**src/design/i2cmrs_pkg.sv**
```systemverilog
// Shared types and constants for the multi-encoder I2C read sequencer.
package i2cmrs_pkg;

	// Bus master command codes
	localparam logic [2:0] CMD_NONE  = 3'd0;
	localparam logic [2:0] CMD_START = 3'd1;
	localparam logic [2:0] CMD_SEND  = 3'd2;
	localparam logic [2:0] CMD_STOP  = 3'd3;
	localparam logic [2:0] CMD_RECV  = 3'd4;
	localparam logic [2:0] CMD_ACK   = 3'd5;
	localparam logic [2:0] CMD_NACK  = 3'd6;

	// Input event codes
	localparam logic OP_START = 1'b0;
	localparam logic OP_DONE  = 1'b1;

	// Configuration register indexes
	localparam logic CFG_ADDR_BASE = 1'b0;
	localparam logic CFG_ANGLE_REG = 1'b1;

	localparam int IDX_W = 3;

	// One result transaction
	typedef struct packed {
		logic        accepted;
		logic [2:0]  bus_cmd;
		logic [7:0]  tx_byte;
		logic        pos_valid;
		logic [1:0]  pos_index;
		logic [13:0] position;
		logic        sweep_done;
		logic        busy_res;
	} res_t;

endpackage

```
**src/design/i2cmrs_if.sv**
```systemverilog
// Valid/ready channel interfaces for the sequencer's event input and command output.
interface i2cmrs_in_if;
	logic       valid;
	logic       ready;
	logic       op;
	logic [7:0] rx_byte;

	modport source (output valid, output op, output rx_byte, input ready);
	modport sink (input valid, input op, input rx_byte, output ready);
endinterface

interface i2cmrs_out_if;
	logic        valid;
	logic        ready;
	logic        accepted;
	logic [2:0]  bus_cmd;
	logic [7:0]  tx_byte;
	logic        pos_valid;
	logic [1:0]  pos_index;
	logic [13:0] position;
	logic        sweep_done;
	logic        busy_res;

	modport source (output valid, output accepted, output bus_cmd, output tx_byte,
		output pos_valid, output pos_index, output position, output sweep_done,
		output busy_res, input ready);
	modport sink (input valid, input accepted, input bus_cmd, input tx_byte,
		input pos_valid, input pos_index, input position, input sweep_done,
		input busy_res, output ready);
endinterface

```
**src/design/i2cmrs_fsm.sv**
```systemverilog
// Sequencer state machine: per-event command generation and position capture.
module i2cmrs_fsm import i2cmrs_pkg::*; #(
	parameter int NUM_ENCODERS = 4
) (
	input  logic       clk,
	input  logic       arst_n,
	input  logic       step,
	input  logic       op,
	input  logic [7:0] rx_byte,
	input  logic [6:0] addr_base,
	input  logic [7:0] angle_reg,
	output res_t       res
);

	localparam logic [3:0] S_IDLE       = 4'd0;
	localparam logic [3:0] S_WR_START   = 4'd1;
	localparam logic [3:0] S_WR_ADDR    = 4'd2;
	localparam logic [3:0] S_WR_REG     = 4'd3;
	localparam logic [3:0] S_WR_STOP    = 4'd4;
	localparam logic [3:0] S_RD_START   = 4'd5;
	localparam logic [3:0] S_RD_ADDR    = 4'd6;
	localparam logic [3:0] S_RD_HI      = 4'd7;
	localparam logic [3:0] S_RD_HI_ACK  = 4'd8;
	localparam logic [3:0] S_RD_LO      = 4'd9;
	localparam logic [3:0] S_RD_LO_NACK = 4'd10;
	localparam logic [3:0] S_RD_STOP    = 4'd11;

	localparam logic [IDX_W-1:0] LAST_IDX = IDX_W'(NUM_ENCODERS);

	logic [3:0]       state_q, state_d;
	logic [IDX_W-1:0] idx_q, idx_d, idx_inc;
	logic [7:0]       hi_q, hi_d, lo_q, lo_d;
	logic [6:0]       dev_addr;

	assign dev_addr = addr_base + 7'(idx_q);
	assign idx_inc  = idx_q + IDX_W'(1);

	// Next state and result for the event at hand
	always_comb begin
		state_d = state_q;
		idx_d   = idx_q;
		hi_d    = hi_q;
		lo_d    = lo_q;
		res     = '0;
		if (op == OP_START) begin
			if (state_q == S_IDLE) begin
				idx_d        = '0;
				hi_d         = '0;
				lo_d         = '0;
				res.accepted = 1'b1;
				res.bus_cmd  = CMD_START;
				state_d      = S_WR_START;
			end
		end else begin
			case (state_q)
				S_WR_START: begin
					res.bus_cmd = CMD_SEND;
					res.tx_byte = {dev_addr, 1'b0};
					state_d     = S_WR_ADDR;
				end
				S_WR_ADDR: begin
					res.bus_cmd = CMD_SEND;
					res.tx_byte = angle_reg;
					state_d     = S_WR_REG;
				end
				S_WR_REG: begin
					res.bus_cmd = CMD_STOP;
					state_d     = S_WR_STOP;
				end
				S_WR_STOP: begin
					res.bus_cmd = CMD_START;
					state_d     = S_RD_START;
				end
				S_RD_START: begin
					res.bus_cmd = CMD_SEND;
					res.tx_byte = {dev_addr, 1'b1};
					state_d     = S_RD_ADDR;
				end
				S_RD_ADDR: begin
					res.bus_cmd = CMD_RECV;
					state_d     = S_RD_HI;
				end
				S_RD_HI: begin
					hi_d        = rx_byte;
					res.bus_cmd = CMD_ACK;
					state_d     = S_RD_HI_ACK;
				end
				S_RD_HI_ACK: begin
					res.bus_cmd = CMD_RECV;
					state_d     = S_RD_LO;
				end
				S_RD_LO: begin
					lo_d        = rx_byte;
					res.bus_cmd = CMD_NACK;
					state_d     = S_RD_LO_NACK;
				end
				S_RD_LO_NACK: begin
					res.bus_cmd = CMD_STOP;
					state_d     = S_RD_STOP;
				end
				S_RD_STOP: begin
					res.pos_valid = 1'b1;
					res.pos_index = idx_q[1:0];
					res.position  = {hi_q, lo_q[5:0]};
					idx_d         = idx_inc;
					if (idx_inc < LAST_IDX) begin
						res.bus_cmd = CMD_START;
						state_d     = S_WR_START;
					end else begin
						res.sweep_done = 1'b1;
						state_d        = S_IDLE;
					end
				end
				default: begin
					// idle completions are ignored; unused codes fall back to idle
					state_d = S_IDLE;
				end
			endcase
		end
		res.busy_res = (state_d != S_IDLE);
	end

	// State update on each processed event
	always_ff @(posedge clk or negedge arst_n) begin
		if (!arst_n) begin
			state_q <= S_IDLE;
			idx_q   <= '0;
			hi_q    <= '0;
			lo_q    <= '0;
		end else if (step) begin
			state_q <= state_d;
			idx_q   <= idx_d;
			hi_q    <= hi_d;
			lo_q    <= lo_d;
		end
	end

endmodule

```
**src/design/i2c_multi_encoder_read_sequencer.sv**
```systemverilog
// Top level: input register, sequencer state machine and result register.
//
// Usage:
// - in_ch carries events: op = start request (0) or bus master completion (1),
//   with rx_byte holding the received byte on receive completions.
// - out_ch carries exactly one result transaction per event: the next bus
//   command and byte, a delivered position, sweep completion and busy status.
// - cfg_we/cfg_idx/cfg_wdata write the address base (index 0) and the angle
//   register pointer (index 1); write only while the block is idle.
// An accepted event is held in the input register and processed from there;
// its result is then held in the result register and valid on out_ch.
// Throughput: one event per cycle unless out_ch stalls; one FSM update per event.
// A stalled out_ch holds its result; the input register still takes one
// more event, then in_ch.ready drops until the result is taken.
// Reset: sequencer idle, encoder index and data cleared, address base 64,
// angle register 254, both channel stages empty.
module i2c_multi_encoder_read_sequencer import i2cmrs_pkg::*; #(
	parameter int NUM_ENCODERS = 4
) (
	input  logic       clk,
	input  logic       arst_n,
	i2cmrs_in_if.sink    in_ch,
	i2cmrs_out_if.source out_ch,
	input  logic       cfg_we,
	input  logic       cfg_idx,
	input  logic [7:0] cfg_wdata
);

	logic       valid_s1;
	logic       op_s1;
	logic [7:0] rx_s1;
	logic       valid_s2;
	res_t       res_s2;
	res_t       res_d;
	logic       adv_s1;
	logic [6:0] addr_base_q;
	logic [7:0] angle_reg_q;

	// Configuration registers
	always_ff @(posedge clk or negedge arst_n) begin
		if (!arst_n) begin
			addr_base_q <= 7'd64;
			angle_reg_q <= 8'd254;
		end else if (cfg_we) begin
			case (cfg_idx)
				CFG_ADDR_BASE: addr_base_q <= cfg_wdata[6:0];
				CFG_ANGLE_REG: angle_reg_q <= cfg_wdata;
				default: ;
			endcase
		end
	end

	// Handshake: stage 1 moves when the result register is free or draining
	assign adv_s1      = valid_s1 && (!valid_s2 || out_ch.ready);
	assign in_ch.ready = !valid_s1 || adv_s1;

	// Input register
	always_ff @(posedge clk or negedge arst_n) begin
		if (!arst_n) begin
			valid_s1 <= 1'b0;
		end else if (in_ch.ready) begin
			valid_s1 <= in_ch.valid;
		end
	end

	always_ff @(posedge clk) begin
		if (in_ch.ready && in_ch.valid) begin
			op_s1 <= in_ch.op;
			rx_s1 <= in_ch.rx_byte;
		end
	end

	i2cmrs_fsm #(
		.NUM_ENCODERS(NUM_ENCODERS)
	) u_fsm (
		.clk       (clk),
		.arst_n    (arst_n),
		.step      (adv_s1),
		.op        (op_s1),
		.rx_byte   (rx_s1),
		.addr_base (addr_base_q),
		.angle_reg (angle_reg_q),
		.res       (res_d)
	);

	// Result register
	always_ff @(posedge clk or negedge arst_n) begin
		if (!arst_n) begin
			valid_s2 <= 1'b0;
		end else if (!valid_s2 || out_ch.ready) begin
			valid_s2 <= valid_s1;
		end
	end

	always_ff @(posedge clk) begin
		if (adv_s1) begin
			res_s2 <= res_d;
		end
	end

	assign out_ch.valid      = valid_s2;
	assign out_ch.accepted   = res_s2.accepted;
	assign out_ch.bus_cmd    = res_s2.bus_cmd;
	assign out_ch.tx_byte    = res_s2.tx_byte;
	assign out_ch.pos_valid  = res_s2.pos_valid;
	assign out_ch.pos_index  = res_s2.pos_index;
	assign out_ch.position   = res_s2.position;
	assign out_ch.sweep_done = res_s2.sweep_done;
	assign out_ch.busy_res   = res_s2.busy_res;

endmodule
```
**src/flat_wrapper.sv**
```systemverilog
// flat-port wrapper written by rule: the top's interface ports become plain ports
module i2c_multi_encoder_read_sequencer_flat import i2cmrs_pkg::*;
#(
	parameter int NUM_ENCODERS = 4
)
  (clk, arst_n, cfg_we, cfg_idx, cfg_wdata, in_ch_valid, in_ch_op, in_ch_rx_byte, in_ch_ready, out_ch_valid, out_ch_accepted, out_ch_bus_cmd, out_ch_tx_byte, out_ch_pos_valid, out_ch_pos_index, out_ch_position, out_ch_sweep_done, out_ch_busy_res, out_ch_ready);
  i2cmrs_in_if in_ch_i ();
  i2cmrs_out_if out_ch_i ();
  input  logic clk;
  input  logic arst_n;
  input  logic cfg_we;
  input  logic cfg_idx;
  input  logic [7:0] cfg_wdata;
  input wire logic [$bits(in_ch_i.valid)-1:0] in_ch_valid;
  input wire logic [$bits(in_ch_i.op)-1:0] in_ch_op;
  input wire logic [$bits(in_ch_i.rx_byte)-1:0] in_ch_rx_byte;
  output wire logic [$bits(in_ch_i.ready)-1:0] in_ch_ready;
  output wire logic [$bits(out_ch_i.valid)-1:0] out_ch_valid;
  output wire logic [$bits(out_ch_i.accepted)-1:0] out_ch_accepted;
  output wire logic [$bits(out_ch_i.bus_cmd)-1:0] out_ch_bus_cmd;
  output wire logic [$bits(out_ch_i.tx_byte)-1:0] out_ch_tx_byte;
  output wire logic [$bits(out_ch_i.pos_valid)-1:0] out_ch_pos_valid;
  output wire logic [$bits(out_ch_i.pos_index)-1:0] out_ch_pos_index;
  output wire logic [$bits(out_ch_i.position)-1:0] out_ch_position;
  output wire logic [$bits(out_ch_i.sweep_done)-1:0] out_ch_sweep_done;
  output wire logic [$bits(out_ch_i.busy_res)-1:0] out_ch_busy_res;
  input wire logic [$bits(out_ch_i.ready)-1:0] out_ch_ready;
  assign in_ch_i.valid = in_ch_valid;
  assign in_ch_i.op = in_ch_op;
  assign in_ch_i.rx_byte = in_ch_rx_byte;
  assign in_ch_ready = in_ch_i.ready;
  assign out_ch_valid = out_ch_i.valid;
  assign out_ch_accepted = out_ch_i.accepted;
  assign out_ch_bus_cmd = out_ch_i.bus_cmd;
  assign out_ch_tx_byte = out_ch_i.tx_byte;
  assign out_ch_pos_valid = out_ch_i.pos_valid;
  assign out_ch_pos_index = out_ch_i.pos_index;
  assign out_ch_position = out_ch_i.position;
  assign out_ch_sweep_done = out_ch_i.sweep_done;
  assign out_ch_busy_res = out_ch_i.busy_res;
  assign out_ch_i.ready = out_ch_ready;
  i2c_multi_encoder_read_sequencer #(.NUM_ENCODERS(NUM_ENCODERS)) u_core (.clk(clk), .arst_n(arst_n), .in_ch(in_ch_i), .out_ch(out_ch_i), .cfg_we(cfg_we), .cfg_idx(cfg_idx), .cfg_wdata(cfg_wdata));
endmodule
```
**config.mk**
```make
export PLATFORM = sky130hd
export DESIGN_NAME = i2c_multi_encoder_read_sequencer_flat
export DESIGN_NICKNAME = d
export VERILOG_FILES = /design/src/design/i2cmrs_pkg.sv /design/src/design/i2cmrs_if.sv /design/src/design/i2cmrs_fsm.sv /design/src/design/i2c_multi_encoder_read_sequencer.sv /design/src/flat_wrapper.sv
export SDC_FILE = /design/constraint.sdc
export NUM_CORES = 1
export LEC_CHECK = 0
export BUFFER_PORTS_ARGS = -buffer_cell sky130_fd_sc_hd__buf_4
export CORE_MARGIN = 8
export CORE_UTILIZATION = 29
export DETAILED_ROUTE_END_ITERATION = 10
export PLACE_DENSITY_LB_ADDON = 0.15
export SYNTH_ARGS = -nofsm -noshare
export SYNTH_HDL_FRONTEND = slang
export SYNTH_HIERARCHICAL = 1
export SYNTH_SLANG_ARGS = --single-unit
```
**constraint.sdc**
```tcl
create_clock -name clk -period 2.1 [get_ports clk]
set_input_delay 0.21 -clock clk [delete_from_list [all_inputs] [get_ports clk]]
set_output_delay 0.21 -clock clk [all_outputs]
set_load 0.02 [all_outputs]
```
==> flow_metrics.py <==
metrics = {
    "status": {
        "status": "completed",
    },
    "drt": {
        "wl_um": 7640,
        "drtAntennaViolNets": 0,
        "viasPerCell": 4.76,
        "drtIter0Drc": 109,
        "drt_pass1_iterations": 4,
        "routedWlPerCell_um": 15.7,
        "vias": 2309,
        "drc": 0,
    },
    "floorplan": {
        "dieArea_um2": 15600,
        "io_pins": 56,
        "die_h_um": 125,
        "die_x_um": 125,
        "num_rows": 39,
        "coreArea_um2": 11500,
        "initial_utilization": 0.298,
    },
    "clock_tree": {
        "cts_tree": "built",
        "cts.clk_slew.worst_paths_ps": 60,
        "numCtsBuffers": 9,
        "clkSinkCount": 78,
        "cts-root-buf": "clkbuf_16",
        "worstSkewPairLatency_ps": 340,
        "cts.path.max_buffers": 2,
        "ctsResizeCount": 0,
        "h-tree-depth": 3,
    },
    "global_route": {
        "antenna_found_initial": 0,
        "grt-ovfl-total": 0,
        "met2_usage": 0.157,
        "grt.total_usage": 0.102,
        "grt_pass1_vias": 2349,
        "grt_pass1_wl_um": 12600,
        "grt_util_met1": 0.127,
        "grt_max_degree": 39,
        "globalRouteMet3Util": 0.0360,
        "busiest_layer": "met2",
    },
    "synth": {
        "synth_area_per_cell_um2": 12.5,
        "synth-seq-cells": 78,
        "synth_area_um2": 3440,
        "ys.flop_type": "edfxtp_1",
        "syn_inst": 274,
        "ys_types": 50,
        "synth_largest_area_cell": "edfxtp_1",
        "synth.yosys.seq_area_share": 0.629,
        "ys.warnings.count": 6,
        "synth.net_count": 302,
        "ys_async_sr_fraction": 0.487,
        "synth_edf_count": 40,
        "synth_top_area_frac": 0.349,
        "synth.area.top_cells": "edfxtp_1 (35%), dfrtp_1 (22%), dfstp_2 (6.1%), and2_1 (3.5%), nand2_1 (3.4%)",
    },
    "sta": {
        "relSlewSlack": 0.594,
        "fin_crit_sh": 0.894,
        "fmax_mhz": 533,
        "hold_ws_ps": 50.9,
        "tightest_slew_ps": 609,
        "finalCriticalPeriod_ps": 1880,
        "finalClockSkew_ps": 4.71,
        "setup_viol": 0,
        "finalWorstSetupSlack_ps": 223,
        "drv_slew": 0,
        "fin_tns_setup_ps": 0,
        "rsz0062_at_grt": "no",
        "finalHoldViolCount": 0,
    },
    "power_and_ir_drop": {
        "totalPowerFinal_mw": 4.98,
        "p_leak_nw": 1.80,
        "powerDensity_nw_per_um2": 1150,
        "vdd_drop_max_uv": 431,
    },
    "setup_path": {
        "endpoint_kind": "flop",
        "crit_type": "flop to flop",
        "crit_arrival_ps": 2060,
        "crit_required_ps": 2280,
        "cp-start-kind": "flop",
        "crit_fanout": 22,
    },
    "finish": {
        "stdcell_area_um2": 4340,
        "insertedDiodeCount": 0,
        "layout_common_cells": "buf_4 (64), edfxtp_1 (40), nand2_1 (31)",
        "syn2layout_area_growth_pct": 26.1,
        "layout_commonest_cell": "buf_4",
        "final_layout_size_suffix_gt1_frac": 0.327,
        "fin_nets": 365,
        "stdcell_count": 485,
        "final_core_util": 0.376,
    },
    "worst_hold_path": {
        "hold_path_class": "primary input to flop",
    },
    "placement": {
        "gp_congestion": 0.786,
        "pre_cts_slack_ps": 225,
        "postPlaceCellArea_um2": 4040,
        "placedCellCount": 468,
        "io_buffers": 55,
        "hpwl_um": 5320,
    },
    "run": {
        "drv_cap": 0,
    },
}
[logic make-up (layout without fill, tap and decap cells)]
family | count (synthesis) | in the layout | share of synthesized area
AO/OA/AOI/OAI | 56 | 56 | 0.102
XOR/XNOR | 4 | 4 | 0.0102
adder cells (fa/ha/maj) | 5 | 5 | 0.0204
buffers and inverters | 21 | 89 | 0.0313
flip-flops | 78 | 78 | 0.629
multiplexers | 17 | 17 | 0.0633
AND/OR/NAND/NOR | 93 | 93 | 0.144
[critical path: stages (launching register included)]
cell     delay [ps]
dfrtp_1         730
or3b_1          450
or3_1           370
a31oi_1         170
[final cells by class]
type                            count  area [um^2]
Tap cell                          143          179
Multi-Input combinational cell    175         1170
Fill cell                        1163         7180
Clock buffer                        9          225
Inverter                            7         26.3
Timing Repair Buffer               66          510
Sequential cell                    78         2160
Clock inverter                      7         63.8
[cell usage after synthesis, types with 2 or more instances]
master     n
nor2b_1    2
nor3_1     2
mux2_4     7
mux2_2    10
o211ai_1   2
or3_1      3
nor2_1     9
buf_2      5
a22oi_1    4
inv_1      7
o21ai_0   19
clkbuf_1   5
ha_1       4
buf_6      3
nand4_1    2
edfxtp_1  40
o21ai_1    7
and4_1     2
dfstp_2    8
nor4_1     3
o31ai_1    2
xor2_1     3
nand2_1   31
nand2b_1   8
nand3_1    5
and2_1    19
a31oi_1    3
a21oi_1    7
dfrtp_1   30
a21o_1     2
[repair_timing]
action,4_1_cts,5_1_grt
hold endpoints to repair,30,0
hold buffers,1,0
setup buffers,0,0
[path summary, 6_finish.rpt]
kind	start	to	slack [ps]	depth (start not counted)
max in group asynchronous	arst_n	u_core/angle_reg_q[5]	1340	2
setup / recovery	u_core/u_fsm/state_q[0]	u_core/out_ch.tx_byte[6]	220	3
setup reg to reg	u_core/u_fsm/state_q[0]	u_core/out_ch.tx_byte[6]	220	3
min in group asynchronous	arst_n	u_core/addr_base_q[1]	400	2
hold / removal	in_ch_rx_byte[3]	u_core/rx_s1[3]	50	1
hold reg to reg	u_core/u_fsm/hi_q[6]	u_core/u_fsm/hi_q[6]	470	2
[layer usage]
metal	wire length, um	part of all wire
met1	3530	0.46
met2	3530	0.46
met3	445	0.058
met4	123	0.016
met5	0	0
[sequential cells by signal, summed over array words and instances (netlist names)]
name	count
u_core/addr_base_q	7
u_core/u_fsm/lo_q	6
u_core/out_ch.pos_index	2
u_core/valid_s1	1
u_core/out_ch.pos_valid	1
u_core/u_fsm/hi_q	8
u_core/out_ch.sweep_done	1
u_core/u_fsm/state_q	4
u_core/out_ch.tx_byte	8
u_core/op_s1	1
u_core/rx_s1	8
u_core/out_ch.accepted	1
u_core/out_ch.bus_cmd	3
u_core/out_ch.valid	1
u_core/out_ch.position	14
u_core/out_ch.busy_res	1
u_core/angle_reg_q	8
u_core/u_fsm/idx_q	3
[report_power, final]
part	leakage (nW)	internal (mW)	switching, mW	total, mW
combinational	0.812	0.558	0.669	1.23
clock	0.136	0.827	0.665	1.49
sequential	0.853	1.95	0.302	2.26
Power figures use the tool's default switching activity.
